===== src/hw/rtl/tasa_pkg.sv =====
// ----------------------------------------------------------------------------
// tasa_pkg: shared types and constants for the texture atlas shelf allocator
// Field widths, command and status codes, the payload structs of both
// channels and the command/status bundles between controller and datapath.
// ----------------------------------------------------------------------------
package tasa_pkg;

	localparam int DIM_W  = 14;
	localparam int ID_W   = 8;
	localparam int CNT_W  = 9;
	localparam int STAT_W = 3;
	localparam int CMD_W  = 2;
	localparam int SUM_W  = DIM_W + 1;

	localparam int NUM_IDS  = 256;
	localparam int BOUNDS_W = 4 * DIM_W;

	// freed-id search: groups of bits, group first, then bit within the group
	localparam int GRP_W     = 16;
	localparam int NUM_GRP   = NUM_IDS / GRP_W;
	localparam int GRP_IDX_W = 4;
	localparam int BIT_IDX_W = 4;

	// growth step floor(n*6/5): reciprocal of five scaled by 2^18
	localparam int X6_W        = DIM_W + 2;
	localparam int RECIP_W     = 16;
	localparam int PROD_W      = X6_W + RECIP_W;
	localparam int RECIP_SHIFT = 18;
	localparam logic [RECIP_W-1:0] RECIP_5 = 16'd52429;

	localparam logic [DIM_W-1:0] INITIAL_SIDE = 14'd32;
	localparam logic [DIM_W-1:0] SIDE_CAP     = 14'd8192;
	localparam logic [DIM_W-1:0] MAX_LEN_RST  = 14'd4096;
	localparam logic [DIM_W-1:0] FIELD_MAX    = 14'd16383;
	localparam logic [CNT_W-1:0] IDS_LIMIT    = 9'd256;

	localparam logic [CMD_W-1:0] CMD_ALLOC  = 2'd0;
	localparam logic [CMD_W-1:0] CMD_FREE   = 2'd1;
	localparam logic [CMD_W-1:0] CMD_LOOKUP = 2'd2;

	localparam logic [STAT_W-1:0] ST_OK       = 3'd0;
	localparam logic [STAT_W-1:0] ST_BAD_SIZE = 3'd1;
	localparam logic [STAT_W-1:0] ST_NO_SPACE = 3'd2;
	localparam logic [STAT_W-1:0] ST_NO_IDS   = 3'd3;
	localparam logic [STAT_W-1:0] ST_BAD_ID   = 3'd4;

	// which fields a result carries besides status and atlas size
	localparam logic [1:0] RES_NONE   = 2'd0;
	localparam logic [1:0] RES_TEXID  = 2'd1;
	localparam logic [1:0] RES_LOOKUP = 2'd2;
	localparam logic [1:0] RES_PLACE  = 2'd3;

	typedef struct packed {
		logic [CMD_W-1:0] command;
		logic [DIM_W-1:0] rect_width;
		logic [DIM_W-1:0] rect_height;
		logic [ID_W-1:0]  tex_id;
	} req_item_t;

	typedef struct packed {
		logic [STAT_W-1:0] status;
		logic [ID_W-1:0]   out_id;
		logic [DIM_W-1:0]  pos_x;
		logic [DIM_W-1:0]  pos_y;
		logic [DIM_W-1:0]  size_w;
		logic [DIM_W-1:0]  size_h;
		logic [DIM_W-1:0]  atlas_w;
		logic [DIM_W-1:0]  atlas_h;
	} rsp_item_t;

	typedef struct packed {
		logic              load_req;
		logic              grp_search;
		logic              bit_search;
		logic              row_new;
		logic              grow_load;
		logic              grow_step;
		logic              grow_commit;
		logic              place;
		logic              free_set;
		logic              ram_read;
		logic              res_load;
		logic [STAT_W-1:0] res_status;
		logic [1:0]        res_src;
		logic              out_load;
	} ctl_cmd_t;

	typedef struct packed {
		logic [CMD_W-1:0] command;
		logic             size_bad;
		logic             issued;
		logic             tex_freed;
		logic             ids_full;
		logic             found;
		logic             row_change;
		logic             fits;
		logic             grow_busy;
		logic             out_free;
	} dp_sts_t;

endpackage


===== src/hw/rtl/tasa_ctrl.sv =====
// ----------------------------------------------------------------------------
// tasa_ctrl: allocator controller
// Sequences one request at a time through decode, id search, row change,
// growth, placement and result hand-off.
// ----------------------------------------------------------------------------
module tasa_ctrl (
	input  logic                clk,
	input  logic                arst_n,
	input  logic                req_valid,
	output logic                req_stall,
	input  tasa_pkg::dp_sts_t   sts,
	output tasa_pkg::ctl_cmd_t  cmd
);

	import tasa_pkg::*;

	localparam logic [3:0] S_IDLE     = 4'd0;
	localparam logic [3:0] S_DECODE   = 4'd1;
	localparam logic [3:0] S_SRCH_GRP = 4'd2;
	localparam logic [3:0] S_SRCH_BIT = 4'd3;
	localparam logic [3:0] S_ROW      = 4'd4;
	localparam logic [3:0] S_CHK      = 4'd5;
	localparam logic [3:0] S_GROW     = 4'd6;
	localparam logic [3:0] S_FIT      = 4'd7;
	localparam logic [3:0] S_READ     = 4'd8;
	localparam logic [3:0] S_DONE     = 4'd9;

	logic [3:0] state_q;
	logic [3:0] state_d;

	always_ff @(posedge clk or negedge arst_n) begin
		if (!arst_n) begin
			state_q <= S_IDLE;
		end else begin
			state_q <= state_d;
		end
	end

	assign req_stall = state_q != S_IDLE;

	always_comb begin
		state_d = state_q;
		cmd     = '0;
		case (state_q)
			S_IDLE: begin
				if (req_valid) begin
					cmd.load_req = 1'b1;
					state_d      = S_DECODE;
				end
			end
			S_DECODE: begin
				case (sts.command)
					CMD_ALLOC: begin
						if (sts.size_bad) begin
							cmd.res_load   = 1'b1;
							cmd.res_status = ST_BAD_SIZE;
							cmd.res_src    = RES_NONE;
							state_d        = S_DONE;
						end else begin
							state_d = S_SRCH_GRP;
						end
					end
					CMD_FREE: begin
						cmd.res_load   = 1'b1;
						cmd.res_src    = RES_TEXID;
						cmd.free_set   = sts.issued;
						cmd.res_status = sts.issued ? ST_OK : ST_BAD_ID;
						state_d        = S_DONE;
					end
					CMD_LOOKUP: begin
						if (sts.issued && !sts.tex_freed) begin
							cmd.ram_read = 1'b1;
							state_d      = S_READ;
						end else begin
							cmd.res_load   = 1'b1;
							cmd.res_status = ST_BAD_ID;
							cmd.res_src    = RES_TEXID;
							state_d        = S_DONE;
						end
					end
					default: begin
						cmd.res_load   = 1'b1;
						cmd.res_status = ST_OK;
						cmd.res_src    = RES_NONE;
						state_d        = S_DONE;
					end
				endcase
			end
			S_SRCH_GRP: begin
				cmd.grp_search = 1'b1;
				state_d        = S_SRCH_BIT;
			end
			S_SRCH_BIT: begin
				cmd.bit_search = 1'b1;
				state_d        = S_ROW;
			end
			S_ROW: begin
				if (sts.ids_full && !sts.found) begin
					cmd.res_load   = 1'b1;
					cmd.res_status = ST_NO_IDS;
					cmd.res_src    = RES_NONE;
					state_d        = S_DONE;
				end else begin
					cmd.row_new = sts.row_change;
					state_d     = S_CHK;
				end
			end
			S_CHK: begin
				if (sts.fits) begin
					state_d = S_FIT;
				end else begin
					cmd.grow_load = 1'b1;
					state_d       = S_GROW;
				end
			end
			S_GROW: begin
				if (sts.grow_busy) begin
					cmd.grow_step = 1'b1;
				end else begin
					cmd.grow_commit = 1'b1;
					state_d         = S_FIT;
				end
			end
			S_FIT: begin
				cmd.res_load = 1'b1;
				if (sts.fits) begin
					cmd.place      = 1'b1;
					cmd.res_status = ST_OK;
					cmd.res_src    = RES_PLACE;
				end else begin
					cmd.res_status = ST_NO_SPACE;
					cmd.res_src    = RES_NONE;
				end
				state_d = S_DONE;
			end
			S_READ: begin
				cmd.res_load   = 1'b1;
				cmd.res_status = ST_OK;
				cmd.res_src    = RES_LOOKUP;
				state_d        = S_DONE;
			end
			S_DONE: begin
				if (sts.out_free) begin
					cmd.out_load = 1'b1;
					state_d      = S_IDLE;
				end
			end
			default: begin
				state_d = S_IDLE;
			end
		endcase
	end

endmodule


===== config.mk =====
export PLATFORM = sky130hd
export DESIGN_NAME = tasa_ctrl
export DESIGN_NICKNAME = d
export VERILOG_FILES = /design/src/hw/rtl/tasa_pkg.sv /design/src/hw/rtl/tasa_ctrl.sv
export SDC_FILE = /design/constraint.sdc
export NUM_CORES = 1
export LEC_CHECK = 0
export BUFFER_PORTS_ARGS = -buffer_cell sky130_fd_sc_hd__buf_2
export CAP_MARGIN = 40
export CORE_AREA = 2 2 39 41
export DETAILED_ROUTE_END_ITERATION = 7
export DIE_AREA = 0 0 41 43
export PLACE_DENSITY = 0.74
export SKIP_LAST_GASP = 1
export SYNTH_ARGS = -nofsm -noshare
export SYNTH_HDL_FRONTEND = slang
export SYNTH_SLANG_ARGS = --single-unit

===== constraint.sdc =====
create_clock -name clk -period 2.18 [get_ports clk]
set_input_delay 0.327 -clock clk [delete_from_list [all_inputs] [get_ports clk]]
set_output_delay 0.327 -clock clk [all_outputs]
set_load 0.01 [all_outputs]

==> results of run 1 <==
[cell families (layout without fill, tap and decap cells)]
logic type             Yosys count  in the layout  share of synthesized area
AND/OR/NAND/NOR                 43             43                      0.463
AO/OA/AOI/OAI                   19             19                      0.255
buffers and inverters            9             39                     0.0858
flip-flops                       4              4                      0.196
[worst paths after layout]
path                                              from                endpoint  slack, ns
worst max-delay path            state_q[1]$_DFFE_PN0P_                  cmd[6]       0.09
worst min-delay path                            arst_n  state_q[0]$_DFFE_PN0P_       0.42
worst max register to register  state_q[1]$_DFFE_PN0P_  state_q[0]$_DFFE_PN0P_       0.63
worst min register to register  state_q[3]$_DFFE_PN0P_  state_q[1]$_DFFE_PN0P_       0.62
max in group asynchronous                       arst_n  state_q[3]$_DFFE_PN0P_       1.63
min in group clk                                sts[0]  state_q[0]$_DFFE_PN0P_       0.44
[what timing repair did]
item / CTS / global route
endpoints found under the hold margin: 4 / 0
setup buffers: 0 / 0
hold buffers: 1 / 0
[power by group through the flow]
stage	combinational, mW	clock, mW	sequential [mW]
after floorplan	0.356	0	0.117
after global placement	0.391	0	0.165
after detailed placement	0.392	0	0.168
after CTS	0.398	0.0982	0.167
after global routing	0.437	0.105	0.179
final	0.395	0.0948	0.170
[final cells by class]
type,instances,area [sq um],area share
inverter,4,15.0,0.0218
tap,16,20.0,0.0290
clock buffer,3,22.5,0.0327
sequential,4,100,0.145
timing repair buffer,32,165,0.240
multi-input combinational,62,367,0.532
[layer usage]
| layer | up-vias | GRT usage | wire length [um] |
|---|---|---|---|
| met5 | - | 0 | 0 |
| met3 | 0 | 0.0628 | 68 |
| met4 | 0 | 0.0200 | 0 |
| met1 | 296 | 0.199 | 569 |
| li1 | 325 | - | - |
| met2 | 21 | 0.278 | 660 |
[metrics by stage]
stage / cell area [sq um] / worst slack (ns)
finish: 689 / 0.0923
global route: 689 / 0.0251
CTS: 689 / 0.0918
detailed placement: 657 / 0.365
global placement: 657 / 0.389
floorplan: 510 / 0.543
[layout by cell type (no fill, tap or decap), types with 2 or more instances in the layout]
cell	n
o21ai_0	4
buf_2	31
nor3_1	8
nand2b_1	6
nor2_1	9
and3_1	2
nand2_1	7
inv_1	4
nor2b_1	3
clkbuf_4	3
o21ai_1	2
a21oi_1	3
dfrtp_1	4
==> reports/metrics.yaml, run 1 <==
setup_path:
  cp-start-kind: "flip-flop"
  crit_required_ns: 1.85
  cpLargestDelayFamily: "simple AND/OR/NAND/NOR gates"
  crit_fanout: 13
  path_depth: 4
  cp_slowest_stage_delay_ns: 0.64
  path_cells: "or4b_4 -> nor2_4 -> a21o_1 -> buf_2"
  reg2regPathDepth: 4
  worst-path-buf-inv: 1
  critPathKind: "flip-flop to primary output"
  endpoint_kind: "primary output"
  cp.arrival_ns: 1.76
  cpMaxStageDelayCell: "or4b_4"
routing:
  first_pass_iters: 6
  drt_iter0_drc: 10
  ant_nets: 0
  avgRoutedWirePerCell_um: 10.7
  post-route-drc-count: 0
  drt-total-wl_um: 1300
  vias_per_cell: 5.31
  vias: 642
power:
  ir_drop_mv: 0.540
  p_per_area_nw_per_um2: 956
  total_power_mw: 0.659
  clock_power_share: 0.144
  p_sw_mw: 0.314
  switching_share: 0.476
  power_frac_comb: 0.598
  p_seq_frac: 0.258
  power.leakage_nw: 0.369
  p_int_mw: 0.345
clock_tree:
  cts-buffers-inserted: 3
  cts.path.max_buffers: 2
  cts_resized: 0
  clock_latency_ns: 0.24
  clock-sinks: 4
  cts.reportedPaths.clkPinSlew_ns: 0.04
  cts_tree: "done"
  cts_max_level: 1
  clock_tree.root_cell: "clkbuf_4"
floorplan:
  die_h_um: 43
  dieArea_sq_um: 1760
  rows: 14
  pin_count: 32
  die_width_um: 41
  start_util: 0.369
  coreArea_sq_um: 1380
synthesis:
  avgSynthCellArea_sq_um: 6.81
  ys_types: 33
  synth_edf_count: 0
  yosysTopAreaCell: "dfrtp_1"
  synth_seq_cells: 4
  synthArstFlopShare: 1.00
  synth_commonest_cells: "nor2_1 (9), nor3_1 (8), nand2_1 (7)"
  synth_flop_cell: "dfrtp_1"
  syn_nets: 89
  synth_warnings: 0
  ys_seq_area_frac: 0.196
  yosys.area.top_type_share: 0.196
  netlist_instances: 75
  synth.most_common_cell: "nor2_1"
  synthTopCellsByArea: "dfrtp_1 (20%), nor3_1 (7.8%), nand2b_1 (7.4%), nor2_1 (6.6%), nand2_1 (5.1%)"
  synth_area_sq_um: 510
final_layout:
  nNetsFinal: 121
  syn2layout_area_growth_pct: 35.0
  reg.largest.list: "state_q (4)"
  nFillCells: 139
  utilization: 0.498
  largest_reg_flops: 4
  drive_above_1_share: 0.371
  final_cells: 121
  top_register: "state_q"
  antenna_cells: 0
global_routing:
  grt_max_degree: 16
  grt_remaining_overflow: 0
  first_global_vias: 504
  antenna_found_initial: 0
  grt_use_total: 0.166
  grt_pass1_wl_um: 2040
sta:
  rsz0062_at_grt: "no"
  tightest_slew_ns: 0.505
  slew_viol_final: 0
  max_freq_ghz: 0.479
  hold_viol_final: 0
  setup_tns_ns: 0
  setup_viol: 0
  holdWs_ns: 0.419
  fin_crit_ns: 2.09
  min_period_over_period: 0.958
  fin_skew_ns: 0.0123
  relSlewSlack: 0.661
run:
  max-cap-violations: 0
outcome:
  status: "complete, no violations"
placed_design:
  dp_cells: 117
  hpwl_um: 1070
  numPortBuffers: 31
  place.gp.congestion: 0.787
hold_path:
  min_path_type: "input port to async pin"
(Power assumes the default switching activity.)
==> run 2: changes to the inputs <==
--- a/constraint.sdc
+++ b/constraint.sdc
@@ -3,2 +3,2 @@
 set_output_delay 0.327 -clock clk [all_outputs]
-set_load 0.01 [all_outputs]
+set_load 0.02 [all_outputs]
==> run 2 against run 1 <==
Net effect: sequential power barely moved; critical path depth did not move; core utilization rose by 0.18 points; worst setup slack got worse by 0.0054 ns; cell count did not move; global-route usage did not move; clock power barely moved; hold slack improved by 0.0011 ns; sequential share of layout area rose by 0.31 points; wire length rose by 1.5%; total power rose by 7.8%; largest cell class unchanged.
==> reports/metrics.yaml, run 2 (synthesis results as in run 1) <==
outcome:
  status: "complete, no violations"
sta:
  setup_viol: 0
  hold_viol_final: 0
  rsz0062_at_grt: "no"
  relSlewSlack: 0.661
  fin_skew_ns: 0.0129
  setup_tns_ns: 0
  tightest_slew_ns: 0.505
  min_period_over_period: 0.960
  max_freq_ghz: 0.478
  slew_viol_final: 0
  fin_crit_ns: 2.09
routing:
  drt_iter0_drc: 8
  first_pass_iters: 5
  met1_length_um: 563
  vias_per_cell: 5.34
  highest_layer: "met3"
  drt-total-wl_um: 1320
  wl_met3_um: 84
  ant_nets: 0
  avgRoutedWirePerCell_um: 10.9
  vias: 646
  wl_met2_um: 669
  post-route-drc-count: 0
setup_path:
  reg2regPathDepth: 4
  r2r_end: "state_q[0]$_DFFE_PN0P_"
  crit_fanout: 13
  reg2reg_slack_ns: 0.65
  path_cells: "or4b_4 -> nor2_4 -> a21o_1 -> buf_2"
  r2r-start: "state_q[0]$_DFFE_PN0P_"
  crit_required_ns: 1.85
  endpoint_kind: "primary output"
  cp.arrival_ns: 1.77
  startpoint: "state_q[0]$_DFFE_PN0P_"
  cpMaxStageDelayCell: "or4b_4"
  cp-start-kind: "flip-flop"
  critPathKind: "flip-flop to primary output"
  cp_slowest_stage_delay_ns: 0.57
  critPathCapture: "cmd[6]"
clock_tree:
  clock-sinks: 4
  cts_tree: "done"
  cts-buffers-inserted: 3
  cts.path.max_buffers: 2
  cts_max_level: 1
  clock_tree.root_cell: "clkbuf_4"
  cts.reportedPaths.clkPinSlew_ns: 0.04
  clock_latency_ns: 0.24
  post_cts_buffers: 0
final_layout:
  antenna_cells: 0
  regArea_sq_um: 103
  reg.largest.list: "state_q (4)"
  layout_common_cells: "buf_2 (31), nor2_1 (9), nor3_1 (8)"
  utilization: 0.500
  final_common_cell: "buf_2"
  syn2layout_area_growth_pct: 35.5
  nNetsFinal: 121
  nFillCells: 137
  top_register: "state_q"
  drive_above_1_share: 0.390
  largest_reg_flops: 4
  multi_input_area_sq_um: 367
global_routing:
  grt_remaining_overflow: 0
  grt_max_degree: 16
  first_global_vias: 504
  grt_pass1_wl_um: 2040
  grt_use_total: 0.166
  antenna_found_initial: 0
power:
  p_per_area_nw_per_um2: 1030
  ir_drop_mv: 0.559
  power.leakage_nw: 0.366
placed_design:
  hpwl_um: 1070
  place.gp.congestion: 0.787
  numPortBuffers: 31
floorplan:
  coreArea_sq_um: 1380
  dieArea_sq_um: 1760
  rows: 14
  pin_count: 32
  die_width_um: 41
  start_util: 0.369
  die_h_um: 43
run:
  max-cap-violations: 0
hold_path:
  min_path_type: "input port to async pin"
-- run 2: cell counts in the layout (fill, tap and decap cells not counted) --
Identical to the previous run, type by type.
-- run 2: worst min path at each step --
stage / startpoint / endpoint / slack [ns] / depth (start not counted)
5_1_grt: arst_n / state_q[0]$_DFFE_PN0P_ / 0.42 / 2
2_1_floorplan: arst_n / state_q[0]$_DFFE_PN0P_ / 0.03 / 0
4_1_cts: arst_n / state_q[0]$_DFFE_PN0P_ / 0.41 / 2
3_5_place_dp: arst_n / state_q[0]$_DFFE_PN0P_ / 0.14 / 1
3_3_place_gp: arst_n / state_q[0]$_DFFE_PN0P_ / 0.14 / 1
6_report: arst_n / state_q[0]$_DFFE_PN0P_ / 0.42 / 2
-- run 2: where the power goes --
part,internal [mW],total (mW),switching [mW],leakage [nW]
registers,0.101,0.172,0.0711,0.0482
logic,0.185,0.444,0.260,0.304
clock network,0.0617,0.0946,0.0329,0.0138
total,0.347,0.711,0.364,0.366
-- run 2: cell type report --
type                    count  share of cell area
flip-flops and latches      4               0.148
inverters                   4              0.0217
multi-input cells          62               0.530
clock buffers               3              0.0325
well taps                  16              0.0289
repair buffers             32               0.239
-- run 2: routing by layer --
metal / track usage / up-vias
li1: - / 325
met2: 0.278 / 26
met1: 0.199 / 295
met3: 0.0628 / 0
met5: 0 / -
met4: 0.0200 / 0
-- run 2: repair_timing --
item / 4_1_cts / 5_1_grt
gates resized for setup: 0 / 2
setup endpoints to repair: 0 / 1
endpoints found under the hold margin: 4 / 0
hold buffers: 1 / 0
-- run 2: per-stage QoR --
step | worst slack [ns] | hold WS (ns) | area (sq um) | power, mW | cells
finish | 0.0869 | 0.420 | 692 | 0.711 | 121
global placement | 0.355 | 0.135 | 657 | 0.604 | 117
floorplan | 0.466 | 0.0314 | 510 | 0.520 | 75
CTS | 0.0582 | 0.414 | 689 | 0.712 | 121
detailed placement | 0.332 | 0.136 | 657 | 0.609 | 117
global route | 0.00243 | 0.416 | 692 | 0.769 | 121
-- run 2: critical path: cells and delay by family, from the launching register on --
kind                   cells  cell delay, ns
buffers and inverters      1            0.15
AND/OR/NAND/NOR            2            0.72
AO/OA/AOI/OAI              1            0.12
flip-flops                 1            0.53
==> run 3: changes to the inputs <==
BUFFER_PORTS_ARGS = -buffer_cell sky130_fd_sc_hd__buf_4   (was -buffer_cell sky130_fd_sc_hd__buf_2)
CORE_AREA = not set   (was 2 2 39 41)
CORE_MARGIN = 2   (was not set)
CORE_UTILIZATION = 37   (was not set)
DIE_AREA = not set   (was 0 0 41 43)
PLACE_DENSITY = 0.75   (was 0.74)
clock period = 1.8 ns   (was 2.18 ns; I/O delays follow)
==> run 3 against run 2 <==
Net effect: the flow now finishes with violations (setup timing); worst setup slack worse by 0.13 ns; register-to-register slack got worse by 0.34 ns; first-iteration DRC count rose to 3.0 times the previous value; critical endpoint unchanged; largest cell class unchanged; core utilization increased by 16 points; via count rose by 5.7%; highest routed layer is now met4; global-route usage rose by 3.3 points; wire length rose by 20%.
==> reports/metrics.yaml, run 3 (synthesis results as in run 1) <==
outcome:
  status: "finished with violations"
  violations: "setup timing"
power:
  clock_power_share: 0.108
  p_seq_frac: 0.144
  power.leakage_nw: 0.439
  total_power_mw: 1.05
  switching_share: 0.464
  p_per_area_nw_per_um2: 1230
  ir_drop_mv: 0.645
  p_int_mw: 0.564
  p_sw_mw: 0.488
  power_frac_comb: 0.748
sta:
  holdWs_ns: 0.374
  rsz0062_at_grt: "yes"
  fin_ws_ns: -0.0416
  max_freq_ghz: 0.543
  relSlewSlack: 0.657
  slew_viol_final: 0
  hold_viol_final: 0
  setup_viol: 1
  fin_skew_ns: 0.00883
  setup_tns_ns: -0.0416
  tightest_slew_ns: 0.511
  min_period_over_period: 1.02
  fin_crit_ns: 1.84
final_layout:
  nNetsFinal: 131
  reg.largest.list: "state_q (4)"
  largest_reg_flops: 4
  antenna_cells: 0
  final_common_cell: "buf_4"
  top_register: "state_q"
  final_cells: 130
  nFillCells: 117
  syn2layout_area_growth_pct: 67.9
  layout_common_cells: "buf_4 (39), nor3_1 (8), nor2_1 (8)"
  final_cell_area_sq_um: 857
  drive_above_1_share: 0.443
setup_path:
  critPathKind: "flip-flop to primary output"
  crit_fanout: 6
  crit_required_ns: 1.53
  cp-start-kind: "flip-flop"
  endpoint_kind: "primary output"
  cp.arrival_ns: 1.57
clock_tree:
  cts_max_level: 1
  cts-buffers-inserted: 3
  clock-sinks: 4
  clock_latency_ns: 0.24
  cts_tree: "done"
  cts.reportedPaths.clkPinSlew_ns: 0.04
  clock_tree.root_cell: "clkbuf_4"
  cts.path.max_buffers: 2
global_routing:
  grt_max_degree: 13
  grt_use_total: 0.200
  grt_remaining_overflow: 0
  grt_pass1_wl_um: 2240
  first_global_vias: 533
  antenna_found_initial: 0
routing:
  drt_iter0_drc: 24
  drt-total-wl_um: 1580
  first_pass_iters: 4
  avgRoutedWirePerCell_um: 12.2
  vias_per_cell: 5.25
  post-route-drc-count: 0
  vias: 683
  ant_nets: 0
hold_path:
  min_path_type: "input port to async pin"
floorplan:
  pin_count: 32
  die_width_um: 41.1
  coreArea_sq_um: 1300
  die_h_um: 41.1
  rows: 13
  start_util: 0.392
  dieArea_sq_um: 1690
run:
  max-cap-violations: 0
placed_design:
  place.gp.congestion: 0.828
  hpwl_um: 1190
  numPortBuffers: 31
  place_area_sq_um: 763
  dp_cells: 120
run 3: path summary, 6_finish.rpt:
kind / to / cells after the start / slack [ns] / from
min in group clk: state_q[0]$_DFFE_PN0P_ / 3 / 0.40 / sts[0]
hold / removal: state_q[2]$_DFFE_PN0P_ / 2 / 0.37 / arst_n
max in group asynchronous: state_q[0]$_DFFE_PN0P_ / 2 / 1.32 / arst_n
setup / recovery: cmd[6] / 4 / -0.04 / state_q[2]$_DFFE_PN0P_
setup reg to reg: state_q[0]$_DFFE_PN0P_ / 7 / 0.31 / state_q[2]$_DFFE_PN0P_
hold reg to reg: state_q[1]$_DFFE_PN0P_ / 2 / 0.62 / state_q[3]$_DFFE_PN0P_
run 3: layer usage:
layer  routed length [um]  global-route usage  part of all wire  vias up
met4                   18              0.0484             0.011        0
met3                  103             0.00543             0.065        2
li1                     -                   -                 -      344
met5                    0                   0                 0        -
met1                  663               0.279              0.42      307
met2                  795               0.336              0.50       30
run 3: through the flow:
stage | util | setup slack [ns]
6_report | 0.659 | -0.0416
2_1_floorplan | - | 0.143
3_5_place_dp | 0.587 | 0.119
3_3_place_gp | 0.587 | 0.158
4_1_cts | 0.638 | -0.0620
5_1_grt | 0.659 | -0.100
run 3: critical path, stage by stage (launching register included):
cell and delay [ns]:
dfrtp_1 0.40, or4b_4 0.58, nor2_4 0.11, a21o_1 0.13, buf_6 0.11
run 3: cell type report:
cell class / instances / area (sq um) / share of cell area
clock buffer: 3 / 22.5 / 0.0263
sequential: 4 / 100 / 0.117
tap: 15 / 18.8 / 0.0219
multi-input combinational: 62 / 375 / 0.438
timing repair buffer: 42 / 325 / 0.380
inverter: 4 / 15.0 / 0.0175
run 3: power groups by stage:
stage          Clock [mW]  Combinational, mW  Sequential (mW)
2_1_floorplan           0              0.488            0.141
3_3_place_gp            0              0.688            0.153
3_5_place_dp            0              0.696            0.154
4_1_cts             0.109              0.740            0.153
5_1_grt             0.123              0.849            0.155
6_report            0.113              0.787            0.152
run 3: repair_timing:
item	CTS	global route
pin swaps	3	1
resized for setup	1	3
buffers inserted	4	2
hold buffers	1	0
endpoints found under the hold margin	4	0
endpoints found under the setup margin	6	9
